[src/rtl/core/r2y_pkg.sv]
// r2y_pkg: shared constants, codes and stage types of the RGB to YUV 4:2:0 converter.
// No dependencies; imported by every module of the block but r2y_line_ram.
package r2y_pkg;

  localparam int MAX_WIDTH  = 2048;
  localparam int MAX_HEIGHT = 4096;
  localparam int LINE_DEPTH = MAX_WIDTH / 2;
  localparam int LINE_AW    = $clog2(LINE_DEPTH);
  localparam int COL_W      = $clog2(MAX_WIDTH);
  localparam int EW_W       = COL_W + 1;
  localparam int ROW_W      = $clog2(MAX_HEIGHT);
  localparam int HT_W       = ROW_W + 1;

  localparam int CFG_WID_W  = 12;
  localparam int CFG_HT_W   = 13;
  localparam int CFG_DATA_W = 13;
  localparam int CFG_IDX_W  = 1;

  localparam logic [CFG_WID_W-1:0] WIDTH_RESET  = 12'd640;
  localparam logic [CFG_HT_W-1:0]  HEIGHT_RESET = 13'd480;

  localparam logic [CFG_IDX_W-1:0] REG_FRAME_WIDTH  = 1'b0;
  localparam logic [CFG_IDX_W-1:0] REG_FRAME_HEIGHT = 1'b1;

  localparam logic KIND_LUMA   = 1'b0;
  localparam logic KIND_CHROMA = 1'b1;

  // Pair sums of one horizontal pixel pair, as kept in the line store
  typedef struct packed {
    logic [8:0] b;
    logic [8:0] g;
    logic [8:0] r;
  } psum_t;

  localparam int PSUM_W = $bits(psum_t);

  typedef struct packed {
    logic       chroma;
    logic       eof;
    logic [7:0] luma;
    psum_t      pair;
  } pix_t;

  typedef struct packed {
    logic       chroma;
    logic       eof;
    logic [7:0] luma;
    logic [7:0] r;
    logic [7:0] g;
    logic [7:0] b;
  } avg_t;

  typedef struct packed {
    logic       chroma;
    logic       eof;
    logic [7:0] luma;
    logic [7:0] u;
    logic [7:0] v;
  } res_t;

endpackage

[src/rtl/core/r2y_emit.sv]
// r2y_emit: output register; splits a block item into its luma and chroma results.
// Depends on r2y_pkg; fed by r2y_chroma, drives the result channel.
module r2y_emit (
  input  logic          clk,
  input  logic          rst_n,
  input  logic          s3_v,
  input  r2y_pkg::res_t s3,
  output logic          s3_free,
  output logic          out_valid,
  input  logic          out_ready,
  output logic          out_result_kind,
  output logic [7:0]    out_luma,
  output logic [7:0]    out_blue_diff,
  output logic [7:0]    out_red_diff,
  output logic          out_last_of_run,
  output logic          out_end_of_frame
);
  import r2y_pkg::*;

  logic       out_valid_r, phase_r;
  logic       kind_r, last_r, eof_r;
  logic [7:0] luma_r, u_r, v_r;
  logic       load, done;

  assign load    = s3_v && (!out_valid_r || out_ready);
  assign done    = load && (!s3.chroma || phase_r);
  assign s3_free = !s3_v || done;

  always_ff @(posedge clk) begin
    if (!rst_n) begin
      out_valid_r <= 1'b0;
      phase_r     <= 1'b0;
    end else begin
      if (load) begin
        out_valid_r <= 1'b1;
      end else if (out_ready) begin
        out_valid_r <= 1'b0;
      end
      if (done) begin
        phase_r <= 1'b0;
      end else if (load) begin
        phase_r <= 1'b1;
      end
    end
  end

  always_ff @(posedge clk) begin
    if (load) begin
      if (phase_r) begin
        kind_r <= KIND_CHROMA;
        luma_r <= 8'd0;
        u_r    <= s3.u;
        v_r    <= s3.v;
        last_r <= 1'b1;
        eof_r  <= s3.eof;
      end else begin
        kind_r <= KIND_LUMA;
        luma_r <= s3.luma;
        u_r    <= 8'd0;
        v_r    <= 8'd0;
        last_r <= !s3.chroma;
        eof_r  <= 1'b0;
      end
    end
  end

  assign out_valid        = out_valid_r;
  assign out_result_kind  = kind_r;
  assign out_luma         = luma_r;
  assign out_blue_diff    = u_r;
  assign out_red_diff     = v_r;
  assign out_last_of_run  = last_r;
  assign out_end_of_frame = eof_r;

endmodule

[config.mk]
export PLATFORM = sky130hd
export DESIGN_NAME = r2y_emit
export DESIGN_NICKNAME = d
export VERILOG_FILES = /design/src/rtl/core/r2y_pkg.sv /design/src/rtl/core/r2y_emit.sv
export SDC_FILE = /design/constraint.sdc
export NUM_CORES = 1
export LEC_CHECK = 0
export ABC_AREA = 1
export BUFFER_PORTS_ARGS = -buffer_cell sky130_fd_sc_hd__buf_2
export CAP_MARGIN = 20
export CORE_MARGIN = 2
export CORE_UTILIZATION = 39
export DETAILED_ROUTE_END_ITERATION = 10
export PLACE_DENSITY = 0.78
export SYNTH_ARGS = -nofsm -noshare
export SYNTH_HDL_FRONTEND = slang
export SYNTH_SLANG_ARGS = --single-unit
[constraint.sdc]
create_clock -name clk -period 2.3 [get_ports clk]
set_input_delay 0.46 -clock clk [delete_from_list [all_inputs] [get_ports clk]]
set_output_delay 0.46 -clock clk [all_outputs]
set_load 0.01 [all_outputs]
==> flow_summary.json <==
{
  "finalSetupViolations": 0,
  "cts-root-buf": "clkbuf_4",
  "dr.pass1.iters": 3,
  "dp_hpwl_mm": 1.62,
  "ys_types": 14,
  "synth_top_area_cell": "edfxtp_1",
  "max_freq_ghz": 0.651,
  "syn_area_per_cell_um2": 12.1,
  "multiInputGateArea_um2": 156,
  "yosys_most_used_dff": "edfxtp_1",
  "first_global_vias": 763,
  "cts_tree": "yes",
  "die_w_um": 58.1,
  "rsz0062_at_grt": "false",
  "min_period_ps": 1540,
  "synthesis.area_um2": 1140,
  "drc": 0,
  "core_um2": 2760,
  "hold_class": "input pin to register",
  "fillers": 249,
  "hold_depth": 3,
  "tns_ps": 0,
  "wl_mm": 2.08,
  "clock_path_buffers": 2,
  "maxCapViolCount": 0,
  "register_area_um2": 851,
  "synthTopCellsByArea": "edfxtp_1 (71%), inv_1 (8.9%), nand2_1 (6.3%)",
  "die-height_um": 58.1,
  "clk_pin_slew_ps": 90,
  "synth_top_area_share_pct": 71.1,
  "cts_resized": 0,
  "power.density_nw_per_um2": 691,
  "cp.required_ps": 1840,
  "layout-drive-gt1-share_pct": 46.5,
  "ys_seq_area_share_pct": 74.6,
  "crit_arrival_ps": 1080,
  "peakVddDrop_mv": 0.421,
  "antenna_found_initial": 0,
  "vias": 803,
  "syn_inst": 94,
  "finalMaxSlewViolations": 0,
  "globalplace.congestion": 0.672,
  "dr.first_iter.drc_count": 15,
  "p_total_w": 0.00105,
  "synth_edf_count": 27,
  "grt_pass1_wl_mm": 3.19,
  "antenna_cells": 0,
  "path_max_fanout": 3,
  "port_buffers": 58,
  "syn_nets": 124,
  "ys_ff_latch": 29,
  "ys_async_sr_fraction_pct": 0,
  "insertion_delay_ps": 310,
  "post_cts_buffers": 0,
  "cts.sinks": 29,
  "die_area_um2": 3370,
  "critical_path_class": "register to output pin",
  "area_delta_synth_final_pct": 33.8,
  "r2r.worst_path.cells": 2,
  "start_util_pct": 41.4,
  "rows": 19,
  "wl_per_cell_um": 10.9,
  "cts_htree_levels": 2,
  "startpoint_type": "register",
  "hold_buffers": 0,
  "post-route-period-util_pct": 66.8,
  "hold_viol": 0,
  "slew_headroom_pct": 73.6,
  "grt_usage_pct": 13.0,
  "grt_start_max_net_pins": 28,
  "drt.antenna.violating_nets": 0,
  "fin_worst_skew_ps": 4.32,
  "ys_warn_count": 0,
  "synthTopCellsByCount": "edfxtp_1 (27), inv_1 (27), nand2_1 (19)",
  "power.leakage_nw": 0.843,
  "critPathCaptureType": "output pin",
  "via_per_inst": 4.23,
  "dp_cells": 182,
  "final_cells": 190,
  "layout.nets": 188,
  "overflow": 0,
  "ios": 59,
  "status": "complete, no violations",
  "cts_made_buffers": 5,
  "worstMarginPinSlew_ps": 396
}
[sequential cells by signal, summed over array words and instances (netlist names)]
| signal | cells |
|---|---|
| out_blue_diff | 8 |
| out_luma | 8 |
| out_red_diff | 8 |
| out_end_of_frame | 1 |
| out_last_of_run | 1 |
| out_result_kind | 1 |
| out_valid | 1 |
| phase_r | 1 |
[cells in the final DEF, fill, tap and decap left out]
| master | instances |
|---|---|
| a21boi_0 | 1 |
| a21oi_1 | 1 |
| a21oi_2 | 1 |
| buf_12 | 1 |
| buf_2 | 58 |
| buf_4 | 1 |
| clkbuf_4 | 5 |
| clkinv_2 | 2 |
| clkinvlp_4 | 1 |
| dfxtp_1 | 2 |
| edfxtp_1 | 27 |
| inv_1 | 27 |
| inv_4 | 1 |
| nand2_1 | 19 |
| nand2_2 | 1 |
| nand2_4 | 1 |
| nand3_2 | 1 |
| nor2_1 | 8 |
| nor2_2 | 1 |
[layer usage]
metal  global-route usage (%)  wire length (um)
met3                     5.58               154
met4                     3.99                 0
met1                     13.9               814
met2                     23.1              1110
met5                        0                 0
[power by group]
group	switching [W]	leakage, nW	total (W)	internal (W)
clock	0.000176	0.0310	0.000291	0.000115
sequential	0.0000100	0.286	0.000628	0.000618
combinational	0.0000768	0.526	0.000135	0.0000586
[worst max-delay path: stages, from the launching register on]
cell and delay, ps:
dfxtp_1 390, nand2_1 120, nand3_2 90, nand2_1 50, buf_2 130
[path summary, 6_finish.rpt]
check / start / end / slack [ps]
max: out_valid$_SDFFE_PN0P_ / s3_free / 760
min: rst_n / phase_r$_SDFFE_PP0P_ / 390
max reg2reg: out_valid$_SDFFE_PN0P_ / out_red_diff[3]$_SDFFCE_PN0P_ / 1090
min reg2reg: phase_r$_SDFFE_PP0P_ / out_last_of_run$_SDFFCE_PP1P_ / 580
[stage by stage]
step | setup WS, ps | utilization [%] | hold slack, ps | instance area (um2)
floorplan | 41.3 | - | 431 | 1140
global placement | 844 | 53.4 | 550 | 1470
detailed placement | 783 | 53.4 | 558 | 1470
CTS | 745 | 55.4 | 376 | 1530
global route | 656 | 55.4 | 367 | 1530
finish | 764 | 55.4 | 386 | 1530
[cell type report]
class | instances | share of cell area [%]
well taps | 31 | 2.54
inverters | 28 | 7.05
clock buffers | 5 | 2.46
multi-input cells | 34 | 10.2
clock inverters | 3 | 1.15
flip-flops and latches | 29 | 55.7
repair buffers | 60 | 20.8
[logic make-up (layout without fill, tap and decap cells)]
kind of cell,count (synthesis),after routing,share of synthesized area (%)
buf+inv,31,96,12.1
simple gates,31,31,11.8
compound gates,3,3,1.54
flops,29,29,74.6
Power figures use the tool's default switching activity.
