<file path="config.mk">
export PLATFORM = sky130hd
export DESIGN_NAME = r2y_chroma
export DESIGN_NICKNAME = d
export VERILOG_FILES = /design/src/rtl/core/r2y_pkg.sv /design/src/rtl/core/r2y_chroma.sv
export SDC_FILE = /design/constraint.sdc
export NUM_CORES = 1
export LEC_CHECK = 0
export ABC_AREA = 1
export ABC_CLOCK_PERIOD_IN_PS = 5600
export BUFFER_PORTS_ARGS = -buffer_cell sky130_fd_sc_hd__buf_2
export CAP_MARGIN = 10
export CORE_MARGIN = 2
export CORE_UTILIZATION = 48
export CTS_BUF_LIST = sky130_fd_sc_hd__clkbuf_8
export CTS_CLUSTER_SIZE = 14
export DETAILED_ROUTE_END_ITERATION = 16
export PLACE_DENSITY = 0.67
export REMOVE_ABC_BUFFERS = 1
export SLEW_MARGIN = 20
export SYNTH_ARGS = -nofsm -noshare
export SYNTH_HDL_FRONTEND = slang
export SYNTH_SLANG_ARGS = --single-unit
</file>
<file path="constraint.sdc">
create_clock -name clk -period 5.6 [get_ports clk]
set_input_delay 0.56 -clock clk [delete_from_list [all_inputs] [get_ports clk]]
set_output_delay 0.56 -clock clk [all_outputs]
set_load 0.1 [all_outputs]
</file>
<file path="src/rtl/core/r2y_pkg.sv">
// r2y_pkg: shared constants, codes and stage types of the RGB to YUV 4:2:0 converter.
// No dependencies; imported by every module of the block but r2y_line_ram.
package r2y_pkg;

  localparam int MAX_WIDTH  = 2048;
  localparam int MAX_HEIGHT = 4096;
  localparam int LINE_DEPTH = MAX_WIDTH / 2;
  localparam int LINE_AW    = $clog2(LINE_DEPTH);
  localparam int COL_W      = $clog2(MAX_WIDTH);
  localparam int EW_W       = COL_W + 1;
  localparam int ROW_W      = $clog2(MAX_HEIGHT);
  localparam int HT_W       = ROW_W + 1;

  localparam int CFG_WID_W  = 12;
  localparam int CFG_HT_W   = 13;
  localparam int CFG_DATA_W = 13;
  localparam int CFG_IDX_W  = 1;

  localparam logic [CFG_WID_W-1:0] WIDTH_RESET  = 12'd640;
  localparam logic [CFG_HT_W-1:0]  HEIGHT_RESET = 13'd480;

  localparam logic [CFG_IDX_W-1:0] REG_FRAME_WIDTH  = 1'b0;
  localparam logic [CFG_IDX_W-1:0] REG_FRAME_HEIGHT = 1'b1;

  localparam logic KIND_LUMA   = 1'b0;
  localparam logic KIND_CHROMA = 1'b1;

  // Pair sums of one horizontal pixel pair, as kept in the line store
  typedef struct packed {
    logic [8:0] b;
    logic [8:0] g;
    logic [8:0] r;
  } psum_t;

  localparam int PSUM_W = $bits(psum_t);

  typedef struct packed {
    logic       chroma;
    logic       eof;
    logic [7:0] luma;
    psum_t      pair;
  } pix_t;

  typedef struct packed {
    logic       chroma;
    logic       eof;
    logic [7:0] luma;
    logic [7:0] r;
    logic [7:0] g;
    logic [7:0] b;
  } avg_t;

  typedef struct packed {
    logic       chroma;
    logic       eof;
    logic [7:0] luma;
    logic [7:0] u;
    logic [7:0] v;
  } res_t;

endpackage

</file>
<file path="src/rtl/core/r2y_chroma.sv">
// r2y_chroma: block averaging against the line store data and the U/V products.
// Depends on r2y_pkg; fed by r2y_front and the line RAM, feeds r2y_emit.
module r2y_chroma (
  input  logic           clk,
  input  logic           rst_n,
  input  logic           s1_v,
  input  r2y_pkg::pix_t  s1,
  input  r2y_pkg::psum_t rd_data,
  input  logic           s3_free,
  output logic           s2_free,
  output logic           s3_v,
  output r2y_pkg::res_t  s3
);
  import r2y_pkg::*;

  logic  s2_v_r, s3_v_r;
  avg_t  s2_r;
  res_t  s3_r;

  logic [9:0]  sum_r, sum_g, sum_b;
  logic [15:0] u_acc, v_acc;

  // line store data stays put until the next read, which waits for s1 to move
  assign sum_r = {1'b0, s1.pair.r} + {1'b0, rd_data.r};
  assign sum_g = {1'b0, s1.pair.g} + {1'b0, rd_data.g};
  assign sum_b = {1'b0, s1.pair.b} + {1'b0, rd_data.b};

  // low 16 bits wrap exactly, so bits 15:8 are the floored shift
  assign u_acc = 16'd112 * {8'd0, s2_r.b} - 16'd38 * {8'd0, s2_r.r}
               - 16'd74 * {8'd0, s2_r.g} + 16'd128;
  assign v_acc = 16'd112 * {8'd0, s2_r.r} - 16'd94 * {8'd0, s2_r.g}
               - 16'd18 * {8'd0, s2_r.b} + 16'd128;

  assign s2_free = !s2_v_r || s3_free;

  always_ff @(posedge clk) begin
    if (!rst_n) begin
      s2_v_r <= 1'b0;
      s3_v_r <= 1'b0;
    end else begin
      if (s2_free) begin
        s2_v_r <= s1_v;
      end
      if (s3_free) begin
        s3_v_r <= s2_v_r;
      end
    end
  end

  always_ff @(posedge clk) begin
    if (s2_free) begin
      s2_r.chroma <= s1.chroma;
      s2_r.eof    <= s1.eof;
      s2_r.luma   <= s1.luma;
      s2_r.r      <= s1.chroma ? sum_r[9:2] : 8'd0;
      s2_r.g      <= s1.chroma ? sum_g[9:2] : 8'd0;
      s2_r.b      <= s1.chroma ? sum_b[9:2] : 8'd0;
    end
    if (s3_free) begin
      s3_r.chroma <= s2_r.chroma;
      s3_r.eof    <= s2_r.eof;
      s3_r.luma   <= s2_r.luma;
      s3_r.u      <= u_acc[15:8] + 8'd128;
      s3_r.v      <= v_acc[15:8] + 8'd128;
    end
  end

  assign s3_v = s3_v_r;
  assign s3   = s3_r;

endmodule

</file>
==> impl_metrics.json <==
{
  "track_usage_pct": 20.3,
  "end_kind": "flip-flop",
  "drc": 0,
  "antenna_found_initial": 0,
  "cp_slowest_stage_delay_ns": 0.55,
  "drv_slew": 0,
  "fillers": 1778,
  "yosys.cell_types.count": 30,
  "path_clk_slew_ns": 0.09,
  "crit_arrival_ns": 5.40,
  "hold_buffers": 0,
  "drt-initial-drc-count": 337,
  "ant_nets": 0,
  "crit_top_cell": "nand2_1",
  "vias": 7537,
  "drt_pass1_iterations": 5,
  "path_max_fanout": 7,
  "slew_headroom_pct": 56.0,
  "final_common_cell": "nand2_1",
  "synth_warnings": 0,
  "criticalPathCategory": "reg2reg",
  "crit_chain": "buf_4 > fa_1 > fa_1 > inv_1 > fa_1 > inv_1 > ha_1 > nand2_1 > nor3_1 > nor2_1 > xnor2_1 > fa_1 > inv_1 > ha_1 > ha_1 > nand2_1 > inv_1 > nand2_1 > nand2_1 > a21oi_1 > nand2_1 > nand2_1 > nand2_1",
  "wl_per_cell_um": 12.3,
  "ctsRootBufferMaster": "clkbuf_8",
  "area_delta_synth_final_pct": 11.3,
  "synth-seq-cells": 62,
  "antennaDiodeCount": 0,
  "slowest_stage": "fa_1",
  "cap_violations": 0,
  "worst_slew_pin_slew_ns": 0.660,
  "fp.dieH_um": 143,
  "die_area_um2": 20400,
  "dr.max_layer_used": "met4",
  "grt_max_degree": 36,
  "syn_avg_cell_area_um2": 7.74,
  "final_cell_mix": "290 x nand2_1, 262 x inv_1, 177 x ha_1, 95 x buf_2, 79 x nor2_1",
  "rows": 50,
  "grt_pass1_vias": 7311,
  "run_status": "finished clean",
  "synth_seq_area_share_pct": 19.9,
  "fin_crit_sh_pct": 94.2,
  "cts.sinks": 62,
  "grt-ovfl-total": 0,
  "clock.fmax_mhz": 189,
  "cp.required_ns": 5.73,
  "grt_pass1_wl_mm": 33.2,
  "drive_above_1_share_pct": 9.91,
  "gp_congestion": 0.893,
  "met1Wirelength_mm": 9.30,
  "dp_cells": 1552,
  "finalSetupViolations": 0,
  "dpl_cell_area_um2": 10100,
  "fp.coreArea_um2": 18800,
  "period_minus_slack_ns": 5.28,
  "synthesis.instances": 1197,
  "drt_wl_total_mm": 19.3,
  "pre_cts_ws_ns": 0.206,
  "tritoncts": "yes",
  "finClkSkew_ns": 0.00891,
  "syn-cell-area_um2": 9270,
  "start_util_pct": 49.2,
  "synth_top_cell_area_share_pct": 24.0,
  "holdCritPathClass": "in2reg",
  "nets": 1614,
  "hold_viol": 0,
  "met3WireLength_um": 620,
  "h-tree-depth": 3,
  "cp-start-kind": "flip-flop",
  "synth.area.top_cells": "ha_1 24%, edfxtp_1 19%, fa_1 13%",
  "place_hpwl_mm": 16.8,
  "die_width_um": 143,
  "setup_slack_ns": 0.322,
  "cts_made_buffers": 9,
  "insertion_delay_ns": 0.37,
  "layout.cells.non_filler": 1572,
  "pin_count": 96,
  "portBuffers": 95,
  "wl_met2_mm": 8.87,
  "final_area_um2": 10300,
  "clk_path_buf_depth": 2,
  "synth_area_leader_cell": "ha_1",
  "viasPerCell": 4.79
}
path summary, 6_finish.rpt:
| check | cells after the start | from | to | slack, ns |
|---|---|---|---|---|
| max | 23 | s2_r[14] | s3[7] | 0.32 |
| min | 1 | s1[31] | s2_r[28] | 0.36 |
| max reg2reg | 23 | s2_r[14] | s3[7] | 0.32 |
| min reg2reg | 0 | s2_r[32] | s3[24] | 0.42 |
cells by family (layout without fill, tap and decap cells):
| group | Yosys count | in the layout | share of synthesized area [%] |
|---|---|---|---|
| buf+inv | 265 | 380 | 10.7 |
| flops | 62 | 62 | 19.9 |
| simple gates | 461 | 461 | 20.5 |
| fa+ha+maj | 239 | 239 | 37.2 |
| compound gates | 130 | 130 | 7.91 |
| xor+xnor | 40 | 40 | 3.78 |
area by class of cell:
cell class              count  area [um^2]  share of cell area, %
clock buffers               9          124                   1.20
clock inverters             7         80.1                  0.776
inverters                 263          987                   9.57
multi-input cells         870         6440                   62.4
flip-flops and latches     62         1840                   17.9
well taps                 260          325                   3.15
repair buffers            101          520                   5.05
registers in the layout, indices dropped and copies added (netlist names):
| register | cells |
|---|---|
| s2_r | 34 |
| s3 | 26 |
| s2_v_r | 1 |
| s3_v | 1 |
routing by layer:
| layer | vias up | global-route usage [%] |
|---|---|---|
| met2 | 148 | 33.6 |
| met1 | 3311 | 27.3 |
| met4 | 0 | 6.88 |
| met5 | - | 0 |
| li1 | 4050 | - |
| met3 | 28 | 2.88 |
critical path: cells and delay by family, from the launching register on:
family / cells / cell delay [ns]
AO/OA/AOI/OAI: 1 / 0.16
buffers and inverters: 5 / 0.38
flip-flops: 1 / 0.51
AND/OR/NAND/NOR: 9 / 0.81
XOR/XNOR: 1 / 0.14
adder cells (fa/ha/maj): 7 / 3.03
what timing repair did:
action,CTS,global route
hold endpoints to repair,0,0
setup endpoints to repair,0,5
setup buffers,0,4
gates resized for setup,0,4
cell usage after synthesis (all sizes together):
master	instances
nand2	290
fa	61
clkbuf	1
buf	1
nand3	64
nand3b	2
dfxtp	2
nor3	6
nor2	79
a21oi	81
o21a	4
o31ai	1
edfxtp	60
and2	5
o21ai	22
o21bai	15
inv	263
a21boi	1
xor2	26
o211ai	1
a21o	2
ha	178
nand4	15
xnor2	14
a31oi	3
stage by stage:
stage / utilization (%) / hold slack (ns) / TNS, ns
after floorplan: - / 0.400 / 0
after global placement: 53.5 / 0.400 / 0
after detailed placement: 53.5 / 0.405 / 0
after CTS: 54.6 / 0.339 / 0
after global routing: 54.8 / 0.334 / -0.0177
final: 54.8 / 0.360 / 0
Power is left out: the tool's default activity adds up to more than one toggle a clock period on the data nets, which glitch-free logic cannot reach.
