===== config.mk =====
export PLATFORM = sky130hd
export DESIGN_NAME = r2y_front
export DESIGN_NICKNAME = d
export VERILOG_FILES = /design/src/rtl/core/r2y_pkg.sv /design/src/rtl/core/r2y_front.sv
export SDC_FILE = /design/constraint.sdc
export NUM_CORES = 1
export LEC_CHECK = 0
export ABC_AREA = 1
export ABC_CLOCK_PERIOD_IN_PS = 8100
export BUFFER_PORTS_ARGS = -buffer_cell sky130_fd_sc_hd__buf_4
export CORE_ASPECT_RATIO = 1.1
export CORE_MARGIN = 1
export CORE_UTILIZATION = 28
export DETAILED_ROUTE_END_ITERATION = 8
export RECOVER_POWER = 25
export SYNTH_ARGS = -nofsm -noshare
export SYNTH_HDL_FRONTEND = slang
export SYNTH_SLANG_ARGS = --single-unit

===== constraint.sdc =====
create_clock -name clk -period 8.1 [get_ports clk]
set_clock_uncertainty 0.1 [all_clocks]
set_input_delay 1.62 -clock clk [delete_from_list [all_inputs] [get_ports clk]]
set_output_delay 1.62 -clock clk [all_outputs]
set_load 0.01 [all_outputs]

===== src/rtl/core/r2y_pkg.sv =====
// r2y_pkg: shared constants, codes and stage types of the RGB to YUV 4:2:0 converter.
// No dependencies; imported by every module of the block but r2y_line_ram.
package r2y_pkg;

  localparam int MAX_WIDTH  = 2048;
  localparam int MAX_HEIGHT = 4096;
  localparam int LINE_DEPTH = MAX_WIDTH / 2;
  localparam int LINE_AW    = $clog2(LINE_DEPTH);
  localparam int COL_W      = $clog2(MAX_WIDTH);
  localparam int EW_W       = COL_W + 1;
  localparam int ROW_W      = $clog2(MAX_HEIGHT);
  localparam int HT_W       = ROW_W + 1;

  localparam int CFG_WID_W  = 12;
  localparam int CFG_HT_W   = 13;
  localparam int CFG_DATA_W = 13;
  localparam int CFG_IDX_W  = 1;

  localparam logic [CFG_WID_W-1:0] WIDTH_RESET  = 12'd640;
  localparam logic [CFG_HT_W-1:0]  HEIGHT_RESET = 13'd480;

  localparam logic [CFG_IDX_W-1:0] REG_FRAME_WIDTH  = 1'b0;
  localparam logic [CFG_IDX_W-1:0] REG_FRAME_HEIGHT = 1'b1;

  localparam logic KIND_LUMA   = 1'b0;
  localparam logic KIND_CHROMA = 1'b1;

  // Pair sums of one horizontal pixel pair, as kept in the line store
  typedef struct packed {
    logic [8:0] b;
    logic [8:0] g;
    logic [8:0] r;
  } psum_t;

  localparam int PSUM_W = $bits(psum_t);

  typedef struct packed {
    logic       chroma;
    logic       eof;
    logic [7:0] luma;
    psum_t      pair;
  } pix_t;

  typedef struct packed {
    logic       chroma;
    logic       eof;
    logic [7:0] luma;
    logic [7:0] r;
    logic [7:0] g;
    logic [7:0] b;
  } avg_t;

  typedef struct packed {
    logic       chroma;
    logic       eof;
    logic [7:0] luma;
    logic [7:0] u;
    logic [7:0] v;
  } res_t;

endpackage


===== src/rtl/core/r2y_front.sv =====
// r2y_front: configuration registers, raster counters, pixel pairing, luma and line store access.
// Depends on r2y_pkg; drives the line RAM and the first pipeline stage.
module r2y_front (
  input  logic                            clk,
  input  logic                            rst_n,
  input  logic                            cfg_we,
  input  logic [r2y_pkg::CFG_IDX_W-1:0]   cfg_index,
  input  logic [r2y_pkg::CFG_DATA_W-1:0]  cfg_wdata,
  input  logic                            in_valid,
  input  logic [7:0]                      in_red,
  input  logic [7:0]                      in_green,
  input  logic [7:0]                      in_blue,
  output logic                            in_ready,
  input  logic                            s2_free,
  output logic                            s1_v,
  output r2y_pkg::pix_t                   s1,
  output logic                            ram_we,
  output logic                            ram_re,
  output logic [r2y_pkg::LINE_AW-1:0]     ram_addr,
  output r2y_pkg::psum_t                  ram_wdata
);
  import r2y_pkg::*;

  logic [CFG_WID_W-1:0] width_r;
  logic [CFG_HT_W-1:0]  height_r;
  logic [COL_W-1:0]     col_r;
  logic [ROW_W-1:0]     row_r;
  logic [7:0]           held_r_r, held_g_r, held_b_r;
  logic                 s1_v_r;
  pix_t                 s1_r;

  logic [EW_W-1:0]  eff_w, ew, col_x, col_p1;
  logic [HT_W-1:0]  eff_h, eh, row_x, row_p1;
  logic             accept, in_area, odd_col, odd_row, s1_free;
  logic [15:0]      y_sum;
  logic [7:0]       luma;
  psum_t            pair;

  always_comb begin
    if (width_r < CFG_WID_W'(2)) begin
      eff_w = EW_W'(2);
    end else if (int'(width_r) > MAX_WIDTH) begin
      eff_w = EW_W'(MAX_WIDTH);
    end else begin
      eff_w = EW_W'(width_r);
    end
    if (height_r < CFG_HT_W'(2)) begin
      eff_h = HT_W'(2);
    end else if (int'(height_r) > MAX_HEIGHT) begin
      eff_h = HT_W'(MAX_HEIGHT);
    end else begin
      eff_h = HT_W'(height_r);
    end
  end

  assign ew      = {eff_w[EW_W-1:1], 1'b0};
  assign eh      = {eff_h[HT_W-1:1], 1'b0};
  assign col_x   = EW_W'(col_r);
  assign row_x   = HT_W'(row_r);
  assign col_p1  = col_x + EW_W'(1);
  assign row_p1  = row_x + HT_W'(1);
  assign in_area = (col_x < ew) && (row_x < eh);
  assign odd_col = col_r[0];
  assign odd_row = row_r[0];

  assign s1_free  = !s1_v_r || s2_free;
  assign in_ready = s1_free;
  assign accept   = in_valid && s1_free;

  assign y_sum = 16'd66 * {8'd0, in_red} + 16'd129 * {8'd0, in_green}
               + 16'd25 * {8'd0, in_blue} + 16'd128;
  assign luma  = y_sum[15:8] + 8'd16;

  assign pair.r = {1'b0, in_red}   + {1'b0, held_r_r};
  assign pair.g = {1'b0, in_green} + {1'b0, held_g_r};
  assign pair.b = {1'b0, in_blue}  + {1'b0, held_b_r};

  // even row stores its pair sums; odd row fetches them for the block
  assign ram_we    = accept && in_area && odd_col && !odd_row;
  assign ram_re    = accept && in_area && odd_col && odd_row;
  assign ram_addr  = LINE_AW'(col_r >> 1);
  assign ram_wdata = pair;

  always_ff @(posedge clk) begin
    if (!rst_n) begin
      width_r  <= WIDTH_RESET;
      height_r <= HEIGHT_RESET;
      col_r    <= '0;
      row_r    <= '0;
      held_r_r <= '0;
      held_g_r <= '0;
      held_b_r <= '0;
      s1_v_r   <= 1'b0;
    end else begin
      if (cfg_we) begin
        case (cfg_index)
          REG_FRAME_WIDTH:  width_r  <= cfg_wdata[CFG_WID_W-1:0];
          REG_FRAME_HEIGHT: height_r <= cfg_wdata[CFG_HT_W-1:0];
          default: ;
        endcase
      end
      if (accept) begin
        if (col_p1 >= eff_w) begin
          col_r <= '0;
          if (row_p1 >= eff_h) begin
            row_r <= '0;
          end else begin
            row_r <= row_p1[ROW_W-1:0];
          end
        end else begin
          col_r <= col_p1[COL_W-1:0];
        end
        if (in_area && !odd_col) begin
          held_r_r <= in_red;
          held_g_r <= in_green;
          held_b_r <= in_blue;
        end
      end
      if (s1_free) begin
        s1_v_r <= accept && in_area;
      end
    end
  end

  always_ff @(posedge clk) begin
    if (s1_free) begin
      s1_r.chroma <= odd_col && odd_row;
      s1_r.eof    <= (row_x == eh - HT_W'(1)) && (col_x == ew - EW_W'(1));
      s1_r.luma   <= luma;
      s1_r.pair   <= pair;
    end
  end

  assign s1_v = s1_v_r;
  assign s1   = s1_r;

endmodule


==> impl_table.tex <==
\begin{tabular}{lr}
\hline
Metric & Value \\
\hline
\multicolumn{2}{l}{\textbf{Placed design}} \\
Cells after DPL & 1629 \\
Estimated wirelength of the detail-placed design & 19600 um \\
Final estimated routing congestion in global placement & 0.901 \\
Port Buf Inserts & 120 \\
\multicolumn{2}{l}{\textbf{Synth}} \\
Synth async-reset ratio & 0\% \\
Average cell area after synthesis & 8.03 um2 \\
Largest area contributor in the netlist & sky130\_fd\_sc\_hd\_\_ha\_1 \\
Syn nets & 1335 \\
Yosys warns & 0 \\
Proportion of netlist area held by the largest area contributor & 19.9\% \\
Top cells by area, synth & sky130\_fd\_sc\_hd\_\_ha\_1, sky130\_fd\_sc\_hd\_\_dfxtp\_1, sky130\_fd\_sc\_hd\_\_edfxtp\_1 \\
Count of flip-flops with a built-in enable after synthesis & 37 \\
Distinct cells, synth & 39 \\
Sequential cell area fraction in the yosys report & 28.6\% \\
Post-Syn Area & 0.00899 mm2 \\
Synthesized flop and latch total & 110 \\
Dominant register cell in the synthesized netlist & sky130\_fd\_sc\_hd\_\_dfxtp\_1 \\
Instance count of the mapped netlist & 1120 \\
\multicolumn{2}{l}{\textbf{Pwr}} \\
Power Internal & 1.41 mW \\
Switching fraction of total power & 39.9\% \\
Switch Pwr & 937 uW \\
Leak & 5.11 nW \\
Share of total power in combinational logic & 49.2\% \\
Max rail drop VDD & 0.000137 V \\
Part of the power in the clock network & 19.5\% \\
Sequential share of power & 31.3\% \\
Power Dens Cells & 223 mW/mm2 \\
\multicolumn{2}{l}{\textbf{STA}} \\
Final period util & 82.4\% \\
Setup repair after global routing missed its margin & no \\
Worst slew slack as a fraction of its limit & -67.3\% \\
Max Freq & 150 MHz \\
Slew at the pin closest to its max-slew limit & 2.51 ns \\
Count of final max-slew check failures & 40 \\
Final setup violating endpoints & 0 \\
Period minus WS final & 6.67 ns \\
Hold violation total from the final report & 0 \\
Accumulated negative setup slack & 0 ns \\
\multicolumn{2}{l}{\textbf{Detailed routing}} \\
Post-detailed-route via-to-cell ratio & 4.73 \\
Post-route DRC violation count & 0 \\
Number of nets with antenna violations after routing & 0 \\
DRT Pass-1 Iters & 5 \\
Vias after detailed routing & 7779 \\
Final routed wire length divided by cell count & 14.8 um \\
Iteration-0 DRC count of the detailed router & 458 \\
Routed wire length & 24400 um \\
\multicolumn{2}{l}{\textbf{Worst setup path}} \\
Arrival time worst endpoint & 6.69 ns \\
Setup crit end kind & flop \\
Required time of the critical path & 8.12 ns \\
Critical setup path kind & in -> reg \\
Critical Path Source Type & primary input \\
Worst-path maximum fanout & 5 \\
\multicolumn{2}{l}{\textbf{Global route}} \\
GR Overflow Total & 0 \\
Initial antenna violation count & 0 \\
Vias in the first global route & 7418 \\
Maximum number of pins on one net before global-route repair & 42 \\
Global Route Usage Sum & 14.9\% \\
Wire length of the first global-routing pass & 38100 um \\
\multicolumn{2}{l}{\textbf{Final layout}} \\
Leading cell type in the layout, fill and taps excluded & sky130\_fd\_sc\_hd\_\_nand2\_1 \\
Non-Filler Instances & 1645 \\
Layout area overhead & 16.9\% \\
Diodes inserted & 0 \\
Post-layout net count & 1435 \\
Layout cell share with drive strength beyond 1 & 11.8\% \\
Footprint of the multi-input gates & 0.00571 mm2 \\
Post-route core utilization & 33.4\% \\
Most frequent cells in the layout & sky130\_fd\_sc\_hd\_\_nand2\_1, sky130\_fd\_sc\_hd\_\_ha\_1, sky130\_fd\_sc\_hd\_\_inv\_1, sky130\_fd\_sc\_hd\_\_buf\_4, sky130\_fd\_sc\_hd\_\_nor2\_1 \\
Register Area & 0.00257 mm2 \\
Count of fill cells added during filler insertion & 3390 \\
\multicolumn{2}{l}{\textbf{CTS}} \\
Skew-Pair Late Insertion Delay & 0.37 ns \\
Hold Buf Count CTS & 0 \\
CTS buffer count & 9 \\
Number of clock sinks seen by CTS & 110 \\
CTS clk-pin slew, worst paths & 0.07 ns \\
Number of buffers on the longest clock path & 2 \\
CTS HTree Levels & 3 \\
Count of instances resized after the clock tree is built & 0 \\
Clock Root Buffer & sky130\_fd\_sc\_hd\_\_clkbuf\_16 \\
Buffers inserted by post-CTS timing repair & 0 \\
Clock tree from TritonCTS & done \\
\multicolumn{2}{l}{\textbf{Die}} \\
Initial core utilization & 28.6\% \\
Core footprint & 0.0315 mm2 \\
Top-level port count & 121 \\
Area of the die & 0.0328 mm2 \\
\# rows & 68 \\
Die Wd & 173 um \\
Vertical die dimension & 190 um \\
\multicolumn{2}{l}{\textbf{Status}} \\
Result of the run & finished with violations \\
Violated checks & capacitance limit, slew limit \\
\multicolumn{2}{l}{\textbf{Run}} \\
Number of max-cap violations & 1 \\
\multicolumn{2}{l}{\textbf{Hold path}} \\
Worst Hold Class & reg -> reg \\
\hline
\end{tabular}
==> path summary, 6_finish.rpt <==
check / end / slack, ns / from / cells past startpoint
worst max register to register: held_b_r[1]$_SDFFE_PN0P_ / 3.88 / width_r[2]$_SDFFE_PN0P_ / 15
worst min-delay path: held_g_r[2]$_SDFFE_PN0P_ / 0.37 / held_g_r[2]$_SDFFE_PN0P_ / 2
worst min register to register: held_g_r[2]$_SDFFE_PN0P_ / 0.37 / held_g_r[2]$_SDFFE_PN0P_ / 2
worst max-delay path: s1[34]$_DFFE_PN_ / 1.43 / in_red[2] / 20
==> worst max-delay path: stages <==
cell and delay, ns:
sky130_fd_sc_hd__buf_4 0.14, sky130_fd_sc_hd__ha_1 0.30, sky130_fd_sc_hd__ha_1 0.30, sky130_fd_sc_hd__ha_1 0.23, sky130_fd_sc_hd__fa_1 0.41, sky130_fd_sc_hd__xor2_1 0.17, sky130_fd_sc_hd__ha_1 0.27, sky130_fd_sc_hd__inv_1 0.05
sky130_fd_sc_hd__fa_1 0.49, sky130_fd_sc_hd__inv_1 0.05, sky130_fd_sc_hd__fa_1 0.46, sky130_fd_sc_hd__fa_1 0.49, sky130_fd_sc_hd__ha_1 0.31, sky130_fd_sc_hd__ha_1 0.37, sky130_fd_sc_hd__a21oi_1 0.23, sky130_fd_sc_hd__o21ai_0 0.13
sky130_fd_sc_hd__a221oi_1 0.29, sky130_fd_sc_hd__nand2_1 0.11, sky130_fd_sc_hd__xnor2_1 0.14, sky130_fd_sc_hd__xnor2_1 0.13
==> synthesized netlist by cell type, types with 29 or more instances <==
library cell	instances
sky130_fd_sc_hd__inv_1	136
sky130_fd_sc_hd__a21oi_1	106
sky130_fd_sc_hd__nand3_1	38
sky130_fd_sc_hd__nand4_1	40
sky130_fd_sc_hd__fa_1	29
sky130_fd_sc_hd__nand2_1	194
sky130_fd_sc_hd__dfxtp_1	73
sky130_fd_sc_hd__xor2_1	48
sky130_fd_sc_hd__edfxtp_1	37
sky130_fd_sc_hd__o21ai_0	66
sky130_fd_sc_hd__ha_1	143
sky130_fd_sc_hd__nor2_1	111
==> power by group through the flow <==
stage,Clock (mW),Combinational (mW),Sequential [mW]
after global routing,0.492,1.30,0.743
after global placement,0,1.15,0.747
after floorplan,0,0.777,0.762
final,0.457,1.15,0.734
after detailed placement,0,1.16,0.749
after CTS,0.471,1.17,0.736
==> through the flow <==
stage          instance area (um2)  hold slack, ns  worst slack [ns]  power, mW
2_1_floorplan                 8990           0.343              1.46       1.54
3_3_place_gp                 10200           0.353              1.13       1.89
3_5_place_dp                 10200           0.360              1.05       1.91
4_1_cts                      10500           0.372              1.45       2.37
5_1_grt                      10500           0.380              1.13       2.54
6_report                     10500           0.369              1.43       2.35
==> kinds of logic after synthesis <==
kind of cell    Yosys count  synth area share, %
fa+ha+maj               172                 26.4
buf+inv                 170                 7.88
flops                   110                 28.6
compound gates          197                 11.7
simple gates            411                 19.6
xor+xnor                 60                 5.84
==> registers in the layout (all words and copies together), names as in the netlist <==
register,flops
held_r_r,8
held_g_r,8
height_r,13
s1,37
width_r,12
s1_v,1
col_r,11
held_b_r,8
row_r,12
==> final cells by class <==
type	instances	share of cell area [%]
flip-flops and latches	110	24.5
inverters	136	4.86
clock inverters	4	0.190
clock buffers	12	2.55
repair buffers	123	8.61
well taps	420	5.00
multi-input cells	840	54.3
==> layer usage <==
metal / vias to the layer above / wire length [um] / GRT usage, %
li1: 3951 / - / -
met1: 3647 / 11000 / 18.3
met3: 24 / 886 / 2.26
met5: - / 0 / 0
met2: 157 / 12200 / 26.7
met4: 0 / 379 / 4.25
No activity file was read; power rests on OpenSTA's default activity.
